$ cat config.mk
export PLATFORM = sky130hd
export DESIGN_NAME = text_cursor_layout_unit
export DESIGN_NICKNAME = d
export VERILOG_FILES = /design/src/rtl/tcl_pkg.sv /design/src/rtl/tcl_step.sv /design/src/rtl/text_cursor_layout_unit.sv
export SDC_FILE = /design/constraint.sdc
export NUM_CORES = 1
export LEC_CHECK = 0
export BUFFER_PORTS_ARGS = -buffer_cell sky130_fd_sc_hd__buf_2
export CAP_MARGIN = 30
export CORE_UTILIZATION = 30
export DETAILED_ROUTE_END_ITERATION = 8
export PLACE_DENSITY = 0.47
export REMOVE_ABC_BUFFERS = 1
export SYNTH_ARGS = -nofsm -noshare
export SYNTH_HDL_FRONTEND = slang
export SYNTH_SLANG_ARGS = --single-unit
$ cat constraint.sdc
create_clock -name clk_i -period 9.69 [get_ports clk_i]
set_input_delay 1.4535 -clock clk_i [delete_from_list [all_inputs] [get_ports clk_i]]
set_output_delay 1.4535 -clock clk_i [all_outputs]
set_load 0.05 [all_outputs]
$ cat src/rtl/tcl_pkg.sv
// Package for the text cursor layout unit: byte codes, configuration
// register indexes, reset values, shared types and the saturating add.
// No dependencies.
`default_nettype none

package tcl_pkg;

  localparam logic [7:0] CharTab     = 8'h09;
  localparam logic [7:0] CharNewline = 8'h0A;
  localparam logic [7:0] CharDelete  = 8'h7F;
  localparam logic [4:0] ColourSel   = 5'b10000;  // bytes 128..135

  localparam int unsigned CfgIdxW  = 3;
  localparam int unsigned CfgDataW = 12;
  localparam int unsigned TdataInW  = 8;
  localparam int unsigned TdataOutW = 40;

  typedef enum logic [CfgIdxW-1:0] {
    REG_GLYPH_WIDTH  = 3'd0,
    REG_GLYPH_HEIGHT = 3'd1,
    REG_TAB_CELLS    = 3'd2,
    REG_SCREEN_WIDTH = 3'd3,
    REG_LEFT_MARGIN  = 3'd4,
    REG_RIGHT_MARGIN = 3'd5,
    REG_TOP_MARGIN   = 3'd6
  } cfg_reg_e;

  localparam logic [5:0]  GlyphWidthRst  = 6'd8;
  localparam logic [5:0]  GlyphHeightRst = 6'd8;
  localparam logic [3:0]  TabCellsRst    = 4'd4;
  localparam logic [11:0] ScreenWidthRst = 12'd1280;
  localparam logic [9:0]  MarginRst      = 10'd32;
  localparam logic [2:0]  ColourRst      = 3'd7;

  typedef struct packed {
    logic [5:0]  glyph_width;
    logic [5:0]  glyph_height;
    logic [3:0]  tab_cells;
    logic [11:0] screen_width;
    logic [9:0]  left_margin;
    logic [9:0]  right_margin;
    logic [9:0]  top_margin;
  } tcl_cfg_t;

  typedef struct packed {
    logic [12:0] x;
    logic [15:0] y;
    logic [2:0]  colour;
  } tcl_cursor_t;

  typedef struct packed {
    logic        emit;
    logic [12:0] glyph_x;
    logic [15:0] glyph_y;
    logic [6:0]  glyph_code;
    logic [2:0]  colour_index;
  } tcl_result_t;

  function automatic logic [15:0] sat_add16(input logic [15:0] a, input logic [9:0] b);
    logic [16:0] sum;
    sum = {1'b0, a} + {7'd0, b};
    return sum[16] ? 16'hFFFF : sum[15:0];
  endfunction

endpackage

`default_nettype wire

$ cat src/rtl/tcl_step.sv
// One layout step: decodes a text byte against the cursor state and the
// configuration, gives the next cursor state and the glyph request.
// Depends on tcl_pkg.
`default_nettype none

module tcl_step import tcl_pkg::*; (
  input  var logic [7:0]  text_byte_i,
  input  var tcl_cfg_t    cfg_i,
  input  var tcl_cursor_t cur_i,
  output tcl_cursor_t     nxt_o,
  output tcl_result_t     res_o
);

  logic        printable;
  logic        is_colour;
  logic [6:0]  cell_px;
  logic [9:0]  line_step;
  logic [10:0] tab_adv;
  logic [10:0] adv;
  logic [13:0] x_adv;
  logic [13:0] x1;
  logic [15:0] y1;
  logic [2:0]  colour_nxt;
  logic [15:0] y_nl;
  logic [14:0] x_next_cell;
  logic [10:0] margins;
  logic [13:0] usable;
  logic        wrap;

  assign printable = !text_byte_i[7] && (text_byte_i[6:5] != 2'b00)
                     && (text_byte_i != CharDelete);
  assign is_colour = (text_byte_i[7:3] == ColourSel);
  assign cell_px   = {1'b0, cfg_i.glyph_width} + 7'd1;
  assign line_step = {4'd0, cfg_i.glyph_height} + 10'd1;
  assign tab_adv   = {7'd0, cfg_i.tab_cells} * {4'd0, cell_px};
  assign adv       = (text_byte_i == CharTab) ? tab_adv : {4'd0, cell_px};
  assign x_adv     = {1'b0, cur_i.x} + {3'd0, adv};
  assign y_nl      = sat_add16(cur_i.y, line_step);

  always_comb begin
    x1 = {1'b0, cur_i.x};
    y1 = cur_i.y;
    colour_nxt = cur_i.colour;
    if (text_byte_i == CharNewline) begin
      x1 = '0;
      y1 = y_nl;
    end else if (text_byte_i[7]) begin
      if (is_colour) begin
        colour_nxt = text_byte_i[2:0];
      end
    end else begin
      x1 = x_adv;
    end
  end

  assign x_next_cell = {1'b0, x1} + {8'd0, cell_px};
  assign margins     = {1'b0, cfg_i.left_margin} + {1'b0, cfg_i.right_margin};
  assign usable      = {2'd0, cfg_i.screen_width} - {3'd0, margins};
  assign wrap        = $signed({1'b0, x_next_cell}) >= $signed({{2{usable[13]}}, usable});

  assign nxt_o.x      = wrap ? 13'd0 : x1[12:0];
  assign nxt_o.y      = wrap ? sat_add16(y1, line_step) : y1;
  assign nxt_o.colour = colour_nxt;

  assign res_o.emit         = printable;
  assign res_o.glyph_x      = cur_i.x + {3'd0, cfg_i.left_margin};
  assign res_o.glyph_y      = sat_add16(cur_i.y, cfg_i.top_margin);
  assign res_o.glyph_code   = text_byte_i[6:0];
  assign res_o.colour_index = cur_i.colour;

endmodule

`default_nettype wire

$ cat src/rtl/text_cursor_layout_unit.sv
// Text cursor layout unit: top level with configuration registers, input
// register, cursor state and result register. Depends on tcl_pkg, tcl_step.
//
// Takes one text byte per cycle and keeps a pixel cursor and a colour. Each
// printable byte (0x20..0x7E) gives one glyph request; other bytes may move the
// cursor or change the colour and give none. From input request to result a
// byte passes the input register, where the cursor update is done by a
// single add/compare step, and then the result register.
// Sustained rate is one byte per cycle, held back only by backpressure on
// the result side. Write configuration only while the unit is idle.
`default_nettype none

module text_cursor_layout_unit import tcl_pkg::*; (
  input  var logic                 clk_i,
  input  var logic                 rst_ni,
  input  var logic                 cfg_we_i,
  input  var logic [CfgIdxW-1:0]   cfg_idx_i,
  input  var logic [CfgDataW-1:0]  cfg_data_i,
  input  var logic                 s_axis_tvalid,
  output logic                     s_axis_tready,
  input  var logic [TdataInW-1:0]  s_axis_tdata,   // [7:0] text_byte
  output logic                     m_axis_tvalid,
  input  var logic                 m_axis_tready,
  output logic [TdataOutW-1:0]     m_axis_tdata    // [12:0] glyph_x, [28:13] glyph_y,
                                                   // [35:29] glyph_code,
                                                   // [38:36] colour_index, [39] zero
);

  tcl_cfg_t    cfg_q;
  tcl_cursor_t cur_q, cur_d;
  tcl_result_t res;
  logic        in_valid_q;
  logic [7:0]  in_byte_q;
  logic        out_valid_q;
  logic [38:0] out_data_q;
  logic        step_go;
  logic        out_free;

  always_ff @(posedge clk_i or negedge rst_ni) begin
    if (!rst_ni) begin
      cfg_q.glyph_width  <= GlyphWidthRst;
      cfg_q.glyph_height <= GlyphHeightRst;
      cfg_q.tab_cells    <= TabCellsRst;
      cfg_q.screen_width <= ScreenWidthRst;
      cfg_q.left_margin  <= MarginRst;
      cfg_q.right_margin <= MarginRst;
      cfg_q.top_margin   <= MarginRst;
    end else if (cfg_we_i) begin
      unique case (cfg_idx_i)
        REG_GLYPH_WIDTH:  cfg_q.glyph_width  <= cfg_data_i[5:0];
        REG_GLYPH_HEIGHT: cfg_q.glyph_height <= cfg_data_i[5:0];
        REG_TAB_CELLS:    cfg_q.tab_cells    <= cfg_data_i[3:0];
        REG_SCREEN_WIDTH: cfg_q.screen_width <= cfg_data_i;
        REG_LEFT_MARGIN:  cfg_q.left_margin  <= cfg_data_i[9:0];
        REG_RIGHT_MARGIN: cfg_q.right_margin <= cfg_data_i[9:0];
        REG_TOP_MARGIN:   cfg_q.top_margin   <= cfg_data_i[9:0];
        default: ;
      endcase
    end
  end

  tcl_step u_step (
    .text_byte_i (in_byte_q),
    .cfg_i       (cfg_q),
    .cur_i       (cur_q),
    .nxt_o       (cur_d),
    .res_o       (res)
  );

  assign out_free      = !out_valid_q || m_axis_tready;
  assign step_go       = in_valid_q && (!res.emit || out_free);
  assign s_axis_tready = !in_valid_q || step_go;

  always_ff @(posedge clk_i or negedge rst_ni) begin
    if (!rst_ni) begin
      in_valid_q <= 1'b0;
    end else if (s_axis_tready) begin
      in_valid_q <= s_axis_tvalid;
    end
  end

  always_ff @(posedge clk_i) begin
    if (s_axis_tvalid && s_axis_tready) begin
      in_byte_q <= s_axis_tdata;
    end
  end

  always_ff @(posedge clk_i or negedge rst_ni) begin
    if (!rst_ni) begin
      cur_q.x      <= '0;
      cur_q.y      <= '0;
      cur_q.colour <= ColourRst;
    end else if (step_go) begin
      cur_q <= cur_d;
    end
  end

  always_ff @(posedge clk_i or negedge rst_ni) begin
    if (!rst_ni) begin
      out_valid_q <= 1'b0;
    end else if (out_free) begin
      out_valid_q <= step_go && res.emit;
    end
  end

  always_ff @(posedge clk_i) begin
    if (step_go && res.emit) begin
      out_data_q <= {res.colour_index, res.glyph_code, res.glyph_y, res.glyph_x};
    end
  end

  assign m_axis_tvalid = out_valid_q;
  assign m_axis_tdata  = {1'b0, out_data_q};

  // check that cursor x stays below 4095 after every step
  assert property (@(posedge clk_i) disable iff (!rst_ni)
    cur_q.x < 13'd4095)
    else $error("cursor x out of range");

  assert property (@(posedge clk_i) disable iff (!rst_ni)
    m_axis_tvalid |-> (m_axis_tdata[35:29] >= 7'h20) && (m_axis_tdata[35:29] != 7'h7F))
    else $error("non-printable glyph request");

  assert property (@(posedge clk_i) disable iff (!rst_ni)
    m_axis_tvalid |-> m_axis_tdata[12:0] <= 13'd5117)
    else $error("glyph x beyond reachable range");

  assert property (@(posedge clk_i) disable iff (!rst_ni)
    (step_go && (in_byte_q[7:3] != ColourSel)) |=> $stable(cur_q.colour))
    else $error("colour changed by non-colour byte");

  assert property (@(posedge clk_i) disable iff (!rst_ni)
    (in_valid_q && !step_go) |=> $stable(cur_q) && $stable(in_byte_q))
    else $error("stalled step changed state");

endmodule

`default_nettype wire
==> flow_summary_export.csv <==
group,metric,value,unit
sta,maxSlewViolCount,0,
setup_path,max_stage_delay,0.56,ns
flow_run,max-cap-violations,0,
sta,rsz0062_at_grt,"no",
setup_path,path_common_cell,"ha_1",
global_routing,grt_overflow_total,0,
placement,hpwlAfterDp,20300,um
drt,post-route-drc-count,0,
drt,detail_route.vias_per_cell,4.93,
setup_path,critPathKind,"register to register",
setup_path,reg2reg_slack,1.55,ns
setup_path,critPathCapture,"cur_q[11]",
setup_path,rr_startpoint,"cfg_q[52]",
global_routing,grt_pass1_vias,8222,
sta,max_slew_margin,0.401,
sta,period_share,0.840,
drt,drt_iter0_markers,451,
power_and_ir_drop,ir_worst_vdd,166,uV
floorplan,fp.dieH,189,um
sta,finalClockSkew,0.00996,ns
drt,first_pass_iters,5,
run_status,status,"complete, no violations",
synthesis,async_flop_share,0.662,
global_routing,grt_pass1_wl,43700,um
setup_path,end_kind,"register",
placement,port_buffers,68,
sta,holdWs,0.505,ns
power_and_ir_drop,pwr_density_cell,282,nW/um^2
sta,period_needed,8.14,ns
sta,finalSetupViolCount,0,
clocking,postCtsSetupBuffers,0,
drt,via_count,7953,
clocking,path_clk_slew,0.07,ns
setup_path,slowest_stage,"fa_1",
clocking,cts_max_level,4,
clocking,cts_tree,"built",
clocking,cts_made_buffers,17,
floorplan,core_area,33900,um^2
final_layout,antenna_cells,0,
sta,fin_tns_setup,0,ns
sta,max_slew.worst_pin.slew,0.892,ns
synthesis,synth_warnings,0,
setup_path,worstRegToRegCells,31,
drt,wl_per_cell,16.6,um
global_routing,grt_usage,0.157,
global_routing,antenna_found_initial,0,
synthesis,ys_seq_area_frac,0.357,
setup_path,critPathLaunch,"cfg_q[52]",
setup_path,cp.required,10.01,ns
synthesis,syn_area,10500,um^2
drt,routed_wl,26700,um
synthesis,ys.flop_type,"dfrtp_1",
sta,hold_violations,0,
synthesis,postSynthCellCount,1084,
floorplan,design.die.area,35600,um^2
clocking,cts.root.buffer_cell,"clkbuf_16",
sta,timing.fmax,0.123,GHz
floorplan,io_pins,70,
sta,setup_ws,1.55,ns
synthesis,yosys.cell_types.count,71,
clocking,clk_latency,0.43,ns
floorplan,die_x,189,um
clocking,cts_sinks,139,
global_routing,grt_max_degree,50,
synthesis,synth_edf_count,47,
min_path,hp-class,"register to register",
setup_path,critPathLaunchType,"register",
setup_path,rr_endpoint,"cur_q[11]",
floorplan,start_util,0.309,
setup_path,worst-path-max-fanout,15,
placement,gp_congestion,0.824,
floorplan,num_rows,67,
final_layout,layout-drive-gt1-share,0.169,
setup_path,cp.arrival,8.46,ns
final_layout,area_growth,13.9,%
drt,antenna_left,0,
synthesis,avgSynthCellArea,9.64,um^2
synthesis,ys_ff_latch,139,
final_layout,fin_nets,1301,
clocking,cts_hold_buf,0,
clocking,cts_buffer_depth,2,
clocking,cts_resized,0,
placement,dp_slack,1.51,ns
power_and_ir_drop,leakagePower,0.00527,uW
==> cell type report <==
class / instances / area (um^2)
flip-flops and latches: 139 / 3730
clock buffers: 17 / 425
well taps: 448 / 561
fillers: 3507 / 22000
repair buffers: 78 / 415
inverters: 81 / 304
clock inverters: 15 / 178
multi-input cells: 834 / 6290
==> cells by family after synthesis <==
group	count (synthesis)	share of synthesized area
compound gates	241	0.152
xor+xnor	67	0.0561
fa+ha+maj	122	0.165
buf+inv	111	0.0424
flops	139	0.357
mux	59	0.0630
other cells	1	0.000359
simple gates	344	0.164
==> layer usage <==
metal | global-route usage | wire (um) | vias to the layer above
li1 | - | - | 3975
met1 | 0.210 | 12900 | 3849
met2 | 0.262 | 12700 | 108
met3 | 0.0224 | 692 | 21
met4 | 0.0450 | 397 | 0
met5 | 0 | 0 | -
==> registers in the layout, indices dropped and copies added (netlist names) <==
name	flops
in_byte_q	8
out_data_q	39
cur_q	32
cfg_q	58
in_valid_q	1
m_axis_tvalid	1
==> power breakdown <==
part	switching, uW	internal, uW
clock network	293	390
logic	1050	755
registers	111	753
==> how the worst min path moves through the flow <==
stage,endpoint,slack (ns),depth (start not counted),start
floorplan,out_data_q[32],0.47,0,in_byte_q[3]
global placement,cfg_q[10],0.49,1,cfg_q[10]
detailed placement,cfg_q[18],0.49,1,cfg_q[18]
CTS,cfg_q[18],0.51,1,cfg_q[18]
global route,cfg_q[18],0.53,1,cfg_q[18]
finish,cfg_q[18],0.50,1,cfg_q[18]
==> stage by stage <==
stage | cells | util | total power [uW] | cell area (um^2)
floorplan | 1054 | - | 2250 | 10300
global placement | 1579 | 0.334 | 2680 | 11300
detailed placement | 1580 | 0.334 | 2690 | 11300
CTS | 1612 | 0.352 | 3400 | 11900
global route | 1612 | 0.352 | 3680 | 11900
finish | 1612 | 0.352 | 3350 | 11900
==> cells in the mapped netlist (4+ instances only) <==
| cell | count | area [um^2] |
|---|---|---|
| nand2_1 | 114 | 428 |
| ha_1 | 96 | 1200 |
| dfrtp_1 | 81 | 2030 |
| inv_1 | 81 | 304 |
| o21ai_0 | 79 | 395 |
| nor2_1 | 67 | 251 |
| mux2_2 | 54 | 608 |
| edfxtp_1 | 47 | 1410 |
| xnor2_1 | 43 | 377 |
| a21oi_1 | 40 | 200 |
| nand3_1 | 32 | 160 |
| fa_1 | 26 | 521 |
| and2_1 | 25 | 156 |
| nor3_1 | 25 | 125 |
| xor2_1 | 24 | 210 |
| clkbuf_1 | 21 | 78.8 |
| a21o_1 | 20 | 150 |
| nor2b_1 | 18 | 113 |
| nand2b_1 | 12 | 75.1 |
| o211ai_1 | 12 | 90.1 |
| o21a_1 | 12 | 90.1 |
| a211oi_1 | 11 | 82.6 |
| dfstp_2 | 11 | 289 |
| or3_1 | 11 | 68.8 |
| a21boi_0 | 9 | 67.6 |
| and3_1 | 7 | 43.8 |
| nand4_1 | 6 | 37.5 |
| or2_2 | 6 | 37.5 |
| a31oi_1 | 5 | 31.3 |
| mux2i_1 | 5 | 50.1 |
| nand4b_1 | 5 | 43.8 |
| o2111ai_1 | 5 | 43.8 |
| o31a_1 | 5 | 43.8 |
| o31ai_1 | 5 | 37.5 |
| nor3b_1 | 4 | 30.0 |
==> critical path, delay by kind of cell, from the launching register on <==
kind / cells / cell delay (ns)
adder cells (fa/ha/maj): 7 / 2.67
AO/OA/AOI/OAI: 9 / 1.99
AND/OR/NAND/NOR: 7 / 1.37
XOR/XNOR: 4 / 0.81
buffers and inverters: 3 / 0.46
flip-flops: 1 / 0.45
multiplexers: 1 / 0.27
==> cells in the final DEF (no fill, tap or decap), types with 17 or more instances in the layout <==
cell type,instances
xnor2_1,43
edfxtp_1,47
o21ai_0,79
nand2_1,114
xor2_1,24
and2_1,25
clkbuf_16,17
nor2_1,66
nor2b_1,18
nand3_1,32
buf_2,68
nor3_1,24
dfrtp_1,81
a21oi_1,40
inv_1,81
mux2_2,54
ha_1,96
a21o_1,20
fa_1,26
No activity file was read; power rests on OpenSTA's default activity.
